[src/rtl/bpd_pkg.sv]
`timescale 1ns / 1ps
// package for block_partition_destination: widths, register and status codes,
// the pipeline word layout and one restoring-division step. no dependencies.
package bpd_pkg;

   localparam int POSITION_BITS = 32;
   localparam int PART_BITS     = 16;
   localparam int OFFSET_BITS   = 32;
   localparam int STATUS_BITS   = 2;

   // csr layout: 32-bit registers at a 4-byte stride, 64-bit ones at 8
   localparam int DATA_BITS   = (POSITION_BITS > 32) ? 64 : 32;
   localparam int STRIDE_BITS = (POSITION_BITS > 32) ? 3 : 2;
   localparam int INDEX_BITS  = 2;
   localparam int ADDR_BITS   = STRIDE_BITS + INDEX_BITS;

   // width of start_position + element_offset with its carry
   localparam int SUM_BITS = ((POSITION_BITS > OFFSET_BITS) ? POSITION_BITS : OFFSET_BITS) + 1;

   // iteration counter of the setup divider
   localparam int CNT_BITS = $clog2(POSITION_BITS);

   typedef logic [INDEX_BITS-1:0] reg_index_type;
   localparam reg_index_type REG_NUM_PARTS      = 2'd0;
   localparam reg_index_type REG_TOTAL_ELEMENTS = 2'd1;
   localparam reg_index_type REG_START_POSITION = 2'd2;
   localparam reg_index_type REG_LOCAL_COUNT    = 2'd3;

   typedef logic [STATUS_BITS-1:0] status_type;
   localparam status_type ST_OK     = 2'd0;
   localparam status_type ST_OFFSET = 2'd1;
   localparam status_type ST_RANGE  = 2'd2;

   // one word in flight through the divide stages
   typedef struct packed {
      status_type               status;
      logic [POSITION_BITS-1:0] rem;
      logic [PART_BITS-1:0]     dvd_lo;
      logic [POSITION_BITS-1:0] divisor;
      logic [PART_BITS-1:0]     addend;
      logic [PART_BITS-1:0]     quo;
   } item_type;

   // one quotient bit: bring in the next dividend bit, trial subtract
   function automatic item_type div_step(input item_type cur);
      item_type               nxt;
      logic [POSITION_BITS:0] trial;
      logic                   qbit;
      nxt    = cur;
      trial  = {cur.rem, cur.dvd_lo[PART_BITS-1]};
      qbit   = (trial >= {1'b0, cur.divisor});
      nxt.rem = qbit ? (trial[POSITION_BITS-1:0] - cur.divisor) : trial[POSITION_BITS-1:0];
      nxt.dvd_lo = cur.dvd_lo << 1;
      nxt.quo    = (cur.quo << 1) | PART_BITS'(qbit);
      return nxt;
   endfunction

endpackage

[src/rtl/block_partition_destination.sv]
`timescale 1ns / 1ps
// block_partition_destination: owner part of each local element under a
// balanced block distribution. a word passes PART_BITS+3 = 19 register stages
// from the accepting edge to rsp_valid; one word per cycle while rsp_ready does
// not stall the pipeline, set by the one-bit-per-stage divide pipeline.
// a write to num_parts or total_elements starts or restarts a setup division
// during which no word is taken.
// synchronous active-high reset loads the register reset values and empties
// the pipeline.
module block_partition_destination
   import bpd_pkg::*;
(
   input  logic                   clock,
   input  logic                   reset,
   // input words
   input  logic                   req_valid,
   output logic                   req_ready,
   input  logic [OFFSET_BITS-1:0] req_element_offset,
   // result words
   output logic                   rsp_valid,
   input  logic                   rsp_ready,
   output logic [PART_BITS-1:0]   rsp_owner_part,
   output logic [STATUS_BITS-1:0] rsp_status,
   // csr port
   input  logic                   psel,
   input  logic                   penable,
   input  logic                   pwrite,
   input  logic [ADDR_BITS-1:0]   paddr,
   input  logic [DATA_BITS-1:0]   pwdata,
   output logic [DATA_BITS-1:0]   prdata,
   output logic                   pready
);

   typedef enum logic [3:0] {
      SQ_IDLE   = 4'b0001,
      SQ_LOAD   = 4'b0010,
      SQ_DIVIDE = 4'b0100,
      SQ_SCALE  = 4'b1000
   } seq_type;

   // csr registers
   logic [PART_BITS-1:0]     num_parts_ff;
   logic [POSITION_BITS-1:0] total_ff;
   logic [POSITION_BITS-1:0] start_ff;
   logic [POSITION_BITS-1:0] local_count_ff;

   // setup sequencer and derived distribution values
   seq_type                  seq_ff, seq_in;
   logic [CNT_BITS-1:0]      cd_cnt_ff;
   logic [PART_BITS-1:0]     cd_rem_ff;
   logic [POSITION_BITS-1:0] cd_quo_ff;
   logic [POSITION_BITS-1:0] div_lo_ff;    // base block size
   logic [POSITION_BITS-1:0] div_hi_ff;    // size of the larger blocks
   logic [POSITION_BITS-1:0] thresh_ff;    // first position of the base blocks
   logic [PART_BITS-1:0]     extra_ff;     // count of larger blocks

   logic [PART_BITS-1:0]     parts_eff;
   logic                     csr_wr;
   reg_index_type            csr_index;
   logic                     setup_start;
   logic [PART_BITS:0]       cd_trial;
   logic                     cd_qbit;
   logic [POSITION_BITS-1:0] q_plus;
   logic [PART_BITS+POSITION_BITS-1:0] scale_prod;

   // pipeline
   logic                     s1_valid_ff;
   logic [SUM_BITS-1:0]      s1_pos_ff;
   status_type               s1_status_ff;
   logic                     dv_valid_ff [0:PART_BITS];
   item_type                 dv_ff       [0:PART_BITS];
   logic                     dv_rdy      [0:PART_BITS];
   logic                     rsp_valid_ff;
   logic [PART_BITS-1:0]     rsp_owner_ff;
   status_type               rsp_status_ff;

   logic                     out_rdy;
   logic                     s1_rdy;
   logic                     pipe_busy;
   logic                     accept;
   logic [SUM_BITS-1:0]      pos_sum;
   status_type               entry_status;
   logic                     pos_lt;
   logic [POSITION_BITS-1:0] s1_pos_low;
   logic [POSITION_BITS-1:0] dividend;
   item_type                 load_item;
   item_type                 last_item;

   // csr decode
   assign pready    = 1'b1;
   assign csr_wr    = psel & penable & pwrite;
   assign csr_index = paddr[ADDR_BITS-1:STRIDE_BITS];
   assign setup_start = csr_wr &
      ((csr_index == REG_NUM_PARTS) || (csr_index == REG_TOTAL_ELEMENTS));

   always_ff @(posedge clock) begin
      if (reset) begin
         num_parts_ff   <= PART_BITS'(1);
         total_ff       <= '0;
         start_ff       <= '0;
         local_count_ff <= '0;
      end else if (csr_wr) begin
         case (csr_index)
            REG_NUM_PARTS:      num_parts_ff   <= pwdata[PART_BITS-1:0];
            REG_TOTAL_ELEMENTS: total_ff       <= pwdata[POSITION_BITS-1:0];
            REG_START_POSITION: start_ff       <= pwdata[POSITION_BITS-1:0];
            REG_LOCAL_COUNT:    local_count_ff <= pwdata[POSITION_BITS-1:0];
            default: ;
         endcase
      end
   end

   // csr read mux
   always_comb begin
      case (csr_index)
         REG_NUM_PARTS:      prdata = DATA_BITS'(num_parts_ff);
         REG_TOTAL_ELEMENTS: prdata = DATA_BITS'(total_ff);
         REG_START_POSITION: prdata = DATA_BITS'(start_ff);
         REG_LOCAL_COUNT:    prdata = DATA_BITS'(local_count_ff);
         default:            prdata = '0;
      endcase
   end

   // setup divider: total / parts, one quotient bit a cycle
   assign parts_eff  = (num_parts_ff == '0) ? PART_BITS'(1) : num_parts_ff;
   assign cd_trial   = {cd_rem_ff, cd_quo_ff[POSITION_BITS-1]};
   assign cd_qbit    = (cd_trial >= {1'b0, parts_eff});
   assign q_plus     = cd_quo_ff + POSITION_BITS'(1);
   assign scale_prod = (PART_BITS+POSITION_BITS)'(cd_rem_ff) *
                       (PART_BITS+POSITION_BITS)'(q_plus);

   always_comb begin
      seq_in = seq_ff;
      case (seq_ff)
         SQ_IDLE:   seq_in = SQ_IDLE;
         SQ_LOAD:   seq_in = SQ_DIVIDE;
         SQ_DIVIDE: if (cd_cnt_ff == '0) seq_in = SQ_SCALE;
         SQ_SCALE:  seq_in = SQ_IDLE;
         default:   seq_in = SQ_IDLE;
      endcase
      // a new part count or total starts the division over
      if (setup_start) seq_in = SQ_LOAD;
   end

   always_ff @(posedge clock) begin
      if (reset) begin
         seq_ff    <= SQ_IDLE;
         div_lo_ff <= POSITION_BITS'(1);
         div_hi_ff <= POSITION_BITS'(1);
         thresh_ff <= '0;
         extra_ff  <= '0;
      end else begin
         seq_ff <= seq_in;
         if (seq_ff == SQ_SCALE) begin
            if (cd_quo_ff == '0) begin
               // fewer elements than parts: owner is the position itself
               div_lo_ff <= POSITION_BITS'(1);
               div_hi_ff <= POSITION_BITS'(1);
               thresh_ff <= '0;
               extra_ff  <= '0;
            end else begin
               div_lo_ff <= cd_quo_ff;
               div_hi_ff <= q_plus;
               thresh_ff <= scale_prod[POSITION_BITS-1:0];
               extra_ff  <= cd_rem_ff;
            end
         end
      end
   end

   always_ff @(posedge clock) begin
      case (seq_ff)
         SQ_LOAD: begin
            cd_cnt_ff <= CNT_BITS'(POSITION_BITS - 1);
            cd_rem_ff <= '0;
            cd_quo_ff <= total_ff;
         end
         SQ_DIVIDE: begin
            cd_cnt_ff <= cd_cnt_ff - CNT_BITS'(1);
            cd_rem_ff <= cd_qbit ? (cd_trial[PART_BITS-1:0] - parts_eff)
                                 : cd_trial[PART_BITS-1:0];
            cd_quo_ff <= {cd_quo_ff[POSITION_BITS-2:0], cd_qbit};
         end
         default: ;
      endcase
   end

   // stall chain: a stage takes a word when it is empty or its word moves on
   always_comb begin
      out_rdy = ~rsp_valid_ff | rsp_ready;
      dv_rdy[PART_BITS] = ~dv_valid_ff[PART_BITS] | out_rdy;
      for (int i = PART_BITS - 1; i >= 0; i--) begin
         dv_rdy[i] = ~dv_valid_ff[i] | dv_rdy[i+1];
      end
      s1_rdy = ~s1_valid_ff | dv_rdy[0];
   end

   assign req_ready = s1_rdy & (seq_ff == SQ_IDLE) & ~csr_wr;
   assign accept    = req_valid & req_ready;

   // stage 1: global position and range checks
   assign pos_sum = SUM_BITS'(start_ff) + SUM_BITS'(req_element_offset);

   always_comb begin
      if (SUM_BITS'(req_element_offset) >= SUM_BITS'(local_count_ff)) begin
         entry_status = ST_OFFSET;
      end else if (pos_sum >= SUM_BITS'(total_ff)) begin
         // also covers a sum that leaves the position width
         entry_status = ST_RANGE;
      end else begin
         entry_status = ST_OK;
      end
   end

   // stage 2: pick the block size and rebase past the larger blocks
   assign s1_pos_low = s1_pos_ff[POSITION_BITS-1:0];
   assign pos_lt     = s1_pos_low < thresh_ff;
   assign dividend   = pos_lt ? s1_pos_low : (s1_pos_low - thresh_ff);

   always_comb begin
      load_item         = '0;
      load_item.status  = s1_status_ff;
      load_item.rem     = POSITION_BITS'(dividend >> PART_BITS);
      load_item.dvd_lo  = dividend[PART_BITS-1:0];
      load_item.divisor = pos_lt ? div_hi_ff : div_lo_ff;
      load_item.addend  = pos_lt ? '0 : extra_ff;
      load_item.quo     = '0;
   end

   assign last_item = dv_ff[PART_BITS];

   // valid bits
   always_ff @(posedge clock) begin
      if (reset) begin
         s1_valid_ff  <= 1'b0;
         rsp_valid_ff <= 1'b0;
         for (int i = 0; i <= PART_BITS; i++) begin
            dv_valid_ff[i] <= 1'b0;
         end
      end else begin
         if (s1_rdy) s1_valid_ff <= accept;
         if (dv_rdy[0]) dv_valid_ff[0] <= s1_valid_ff;
         for (int i = 1; i <= PART_BITS; i++) begin
            if (dv_rdy[i]) dv_valid_ff[i] <= dv_valid_ff[i-1];
         end
         if (out_rdy) rsp_valid_ff <= dv_valid_ff[PART_BITS];
      end
   end

   // payload: entry, divide steps, owner add
   always_ff @(posedge clock) begin
      if (s1_rdy) begin
         s1_pos_ff    <= pos_sum;
         s1_status_ff <= entry_status;
      end
      if (dv_rdy[0]) dv_ff[0] <= load_item;
      for (int i = 1; i <= PART_BITS; i++) begin
         if (dv_rdy[i]) dv_ff[i] <= div_step(dv_ff[i-1]);
      end
      if (out_rdy) begin
         rsp_status_ff <= last_item.status;
         rsp_owner_ff  <= (last_item.status == ST_OK) ? (last_item.quo + last_item.addend)
                                                      : '0;
      end
   end

   assign rsp_valid      = rsp_valid_ff;
   assign rsp_owner_part = rsp_owner_ff;
   assign rsp_status     = rsp_status_ff;

   // pipeline occupancy for checks
   always_comb begin
      pipe_busy = s1_valid_ff | rsp_valid_ff;
      for (int i = 0; i <= PART_BITS; i++) begin
         pipe_busy = pipe_busy | dv_valid_ff[i];
      end
   end

   // a faulted word never carries an owner
   assert property (@(posedge clock) disable iff (reset)
      rsp_valid && (rsp_status != ST_OK) |-> (rsp_owner_part == '0))
      else $error("owner nonzero on faulted word");

   // only defined status codes leave the block
   assert property (@(posedge clock) disable iff (reset)
      rsp_valid |-> (rsp_status == ST_OK) || (rsp_status == ST_OFFSET) ||
                    (rsp_status == ST_RANGE))
      else $error("undefined status code");

   // derived values never change under words in flight
   assert property (@(posedge clock) disable iff (reset)
      (seq_ff != SQ_IDLE) |-> !pipe_busy)
      else $error("setup division with words in flight");

   // nothing is taken while setup runs
   assert property (@(posedge clock) disable iff (reset)
      (seq_ff != SQ_IDLE) |-> !req_ready)
      else $error("input taken during setup");

endmodule

[config.mk]
export PLATFORM = sky130hd
export DESIGN_NAME = block_partition_destination
export DESIGN_NICKNAME = d
export VERILOG_FILES = /design/src/rtl/bpd_pkg.sv /design/src/rtl/block_partition_destination.sv
export SDC_FILE = /design/constraint.sdc
export NUM_CORES = 2
export LEC_CHECK = 0
export BUFFER_PORTS_ARGS = -buffer_cell sky130_fd_sc_hd__buf_2
export CAP_MARGIN = 40
export CORE_MARGIN = 3
export CORE_UTILIZATION = 45
export CTS_CLUSTER_SIZE = 14
export DETAILED_ROUTE_END_ITERATION = 10
export PLACE_DENSITY_LB_ADDON = 0.15
export SKIP_LAST_GASP = 1
export SLEW_MARGIN = 20
export SYNTH_ARGS = -nofsm -noshare
export SYNTH_HDL_FRONTEND = slang
export SYNTH_SLANG_ARGS = --single-unit
export TNS_END_PERCENT = 50
[constraint.sdc]
create_clock -name clock -period 12 [get_ports clock]
set_clock_uncertainty 0.05 [all_clocks]
set_input_delay 0.6 -clock clock [delete_from_list [all_inputs] [get_ports clock]]
set_output_delay 0.6 -clock clock [all_outputs]
set_load 0.05 [all_outputs]
==> Flow_metrics.wiki <==
{| class="wikitable"
! Metric !! Value
|-
| Floorplan die height || 498 µm
|-
| R2R cell count || 28
|-
| Pin count of the biggest net entering global routing || 83
|-
| Max Root-Sink Buffers || 3
|-
| Most common cell after layout, fill and taps aside || sky130_fd_sc_hd__edfxtp_1
|-
| Initial antenna violation count || 12
|-
| Endpoint type of the worst setup path || flop
|-
| Fraction of final layout cells with drive strength greater than 1 || 8.86%
|-
| Main synth FF type || sky130_fd_sc_hd__edfxtp_1
|-
| First-pass GRT wire length || 412000 µm
|-
| RSZ-0062 raised after global routing || no
|-
| Quantity of I/O buffers inserted on ports || 124
|-
| Effective utilization at floorplan || 45.3%
|-
| Clk Latency, worst-skew pair || 0.87 ns
|-
| Global placement routability congestion || 0.898
|-
| Slew HR || 41.8%
|-
| Number of violations of the max-capacitance limit || 0
|-
| Total Negative Setup Slacks || 0 ns
|-
| CTS HTree Levels || 4
|-
| Total routing resource utilization after global routing || 21.0%
|-
| Avg Inst Size Synth || 11.2 µm²
|-
| DRC violation total after the first TritonRoute iteration || 4584
|-
| CORE AREA || 0.241 mm²
|-
| Post-CTS sizing || 0
|-
| Critical Path Start Type || flop
|-
| Aggregate global routing overflow || 0
|-
| Count of fill cells added during filler insertion || 21.1k
|-
| Final worst path period need || 8.20 ns
|-
| Vias per Instance || 5.38
|-
| Post-synth EDFFs || 1708
|-
| Fin util || 50.6%
|-
| Min-delay worst type || primary input to flop
|-
| Worst vdd ir || 0.000143 V
|-
| Gate count after technology mapping || 9727
|-
| Post-DP HPWL || 199000 µm
|-
| Endpoints failing setup || 0
|-
| Transition time at the pin with the least slew margin || 0.874 ns
|-
| Post-synth design cell area || 0.109 mm²
|-
| Data required time at the worst endpoint || 12.71 ns
|-
| Type of the setup path with the least slack || flop to flop
|-
| Hold path start || req_element_offset[0]
|-
| Worst hold path cell count || 2
|-
| Reg-to-reg slack, setup || 3.80 ns
|-
| Worst R2R Start || cd_quo_ff[0]$_DFFE_PN_
|-
| Die ar. || 0.248 mm²
|-
| Maximum single-stage delay on the critical path || 0.63 ns
|-
| Number of global-route vias before repair || 72.8k
|-
| Layout area overhead || 11.6%
|-
| Clock root cell || sky130_fd_sc_hd__clkbuf_16
|-
| Max Clock Freq || 122 MHz
|-
| Initial DRT Pass Iterations || 6
|-
| Critical path data arrival time || 8.91 ns
|-
| Synthesis warning total || 0
|-
| Power density over the cells || 220 mW/mm²
|-
| DR WL/cell || 19.7 µm
|-
| WL final || 262000 µm
|-
| Width of the die || 498 µm
|-
| Number of clock buffers inserted by TritonCTS || 211
|-
| End point of the most critical hold path || s1_pos_ff[0]$_DFFE_PN_
|-
| Crit path max fanout || 18
|-
| Most used cell, CP || sky130_fd_sc_hd__fa_1
|-
| Fin. Hold Viols || 0
|-
| #FFs+latches synth || 1938
|-
| Share of the yosys chip area belonging to registers || 51.2%
|-
| Number of distinct library cell variants in the gate-level netlist after synthesis || 99
|-
| Total nets after synthesis || 10.8k
|-
| Count of vias placed by the detailed router || 71.8k
|-
| Async set-reset flop share out of synthesis || 0%
|-
| Number of clock sinks || 1938
|-
| Leading cell types in the layout, fill and taps excluded || 1708 x sky130_fd_sc_hd__edfxtp_1, 1146 x sky130_fd_sc_hd__inv_1, 972 x sky130_fd_sc_hd__nand2_1, 724 x sky130_fd_sc_hd__ha_1, 615 x sky130_fd_sc_hd__a21oi_1
|-
| Site Rows || 180
|-
| Clock slew seen by the registers of the worst setup and hold paths || 0.06 ns
|-
| Nets || 11.1k
|-
| Max-slew violation count || 0
|-
| TritonCTS clock tree || built
|-
| Period Utilization, post-route || 68.3%
|-
| Destination of the worst register-to-register timing path || thresh_ff[30]$_SDFFE_PP0N_
|-
| Master of the slowest instance on the critical path || sky130_fd_sc_hd__o31ai_1
|-
| IO Pins || 128
|-
| Standby leakage power || 48.2 nW
|-
| Run status || complete, no violations
|-
| Number of routed nets with antenna violations || 0
|-
| DRC violation count after routing || 0
|}
## synthesized netlist by cell type, types with 97 or more instances
library cell | n | share of area [%]
sky130_fd_sc_hd__a21oi_1 | 616 | 2.8
sky130_fd_sc_hd__o21ai_0 | 497 | 2.3
sky130_fd_sc_hd__and2_1 | 198 | 1.1
sky130_fd_sc_hd__edfxtp_1 | 1708 | 47
sky130_fd_sc_hd__nand3_1 | 101 | 0.46
sky130_fd_sc_hd__fa_1 | 323 | 5.9
sky130_fd_sc_hd__dfxtp_1 | 230 | 4.2
sky130_fd_sc_hd__nor2_1 | 541 | 1.9
sky130_fd_sc_hd__nand2_1 | 978 | 3.4
sky130_fd_sc_hd__xnor2_1 | 296 | 2.4
sky130_fd_sc_hd__nor3_1 | 100 | 0.46
sky130_fd_sc_hd__nand4_1 | 97 | 0.56
sky130_fd_sc_hd__a22oi_1 | 98 | 0.67
sky130_fd_sc_hd__xor2_1 | 209 | 1.7
sky130_fd_sc_hd__ha_1 | 724 | 8.3
sky130_fd_sc_hd__clkbuf_1 | 229 | 0.79
sky130_fd_sc_hd__nor2b_1 | 125 | 0.72
sky130_fd_sc_hd__inv_1 | 1151 | 4.0
sky130_fd_sc_hd__a21o_1 | 275 | 1.9
sky130_fd_sc_hd__mux2_2 | 212 | 2.2
## logic make-up after synthesis
group	synth area share, %
AOI/OAI and AO/OA	11.9
xor gates and xnor gates	4.11
buffers and inverters	4.98
other	0.00344
DFF	51.2
adders and majority gates	14.2
and+or+nand+nor	10.6
muxes	2.88
## through the flow
| step | area (µm²) | hold slack [ns] | setup WS (ns) | power, mW | cells |
|---|---|---|---|---|---|
| detailed placement | 114000 | 0.355 | 3.88 | 20.2 | 12900 |
| global placement | 114000 | 0.350 | 3.89 | 20.0 | 12900 |
| floorplan | 109000 | 0.350 | 2.86 | 17.6 | 9727 |
| global route | 122000 | 0.0374 | 3.31 | 28.6 | 13300 |
| CTS | 121000 | 0.00981 | 3.82 | 27.0 | 13300 |
| finish | 122000 | 0.0945 | 3.80 | 26.8 | 13300 |
## what timing repair did
action | 4_1_cts | 5_1_grt
setup endpoints to repair | 0 | 0
endpoints found under the hold margin | 112 | 0
hold buffers | 32 | 0
setup buffers | 0 | 0
## metal layers
layer  global-route usage, %  part of all wire (%)  up-vias
li1                        -                     -    34800
met1                    25.9                    42    34900
met2                    37.4                    50     1521
met3                    2.63                   3.8      461
met4                    8.25                   4.1        6
met5                       0                 0.016        -
## how the worst max path moves through the flow
stage / from / to / slack, ns
after floorplan: rsp_valid$_SDFFE_PP0P_ / dv_ff[0][112]$_DFFE_PP_ / 2.86
after global placement: cd_quo_ff[0]$_DFFE_PN_ / thresh_ff[30]$_SDFFE_PP0N_ / 3.89
after detailed placement: cd_quo_ff[0]$_DFFE_PN_ / thresh_ff[30]$_SDFFE_PP0N_ / 3.88
after CTS: cd_quo_ff[0]$_DFFE_PN_ / thresh_ff[30]$_SDFFE_PP0N_ / 3.82
after global routing: cd_quo_ff[0]$_DFFE_PN_ / thresh_ff[30]$_SDFFE_PP0N_ / 3.31
final: cd_quo_ff[0]$_DFFE_PN_ / thresh_ff[30]$_SDFFE_PP0N_ / 3.80
## report_power, final
part | total (mW) | switching (mW) | internal, mW
Clock | 6.65 | 2.76 | 3.89
Sequential | 9.90 | 0.692 | 9.20
Combinational | 10.2 | 5.73 | 4.51
Total | 26.8 | 9.18 | 17.6
## critical path, delay by kind of cell, from the launching register on
family,cells,cell delay (ns)
DFF,1,0.32
AOI/OAI and AO/OA,9,2.03
and+or+nand+nor,5,0.95
xor gates and xnor gates,1,0.16
buffers and inverters,5,0.74
adders and majority gates,8,3.81
## registers in the layout, summed over array words and instances (netlist names)
name,count
div_hi_ff,32
cd_cnt_ff,5
rsp_valid,1
cd_quo_ff,32
cd_rem_ff,16
seq_ff,4
div_lo_ff,32
start_ff,32
dv_ff,1586
s1_status_ff,2
s1_pos_ff,32
local_count_ff,32
rsp_owner_part,16
s1_valid_ff,1
total_ff,32
num_parts_ff,16
dv_valid_ff,17
extra_ff,16
rsp_status,2
thresh_ff,32
## cell type report
type | count | area, µm² | area share, %
well taps | 3185 | 3990 | 3.27
diodes | 5 | 12.5 | 0.0103
multi-input cells | 6359 | 47900 | 39.4
flip-flops and latches | 1938 | 55900 | 45.9
clock buffers | 255 | 5560 | 4.57
repair buffers | 290 | 2310 | 1.89
inverters | 1152 | 4340 | 3.56
clock inverters | 143 | 1700 | 1.40
Note: power is estimated with default switching activity, not from simulation.
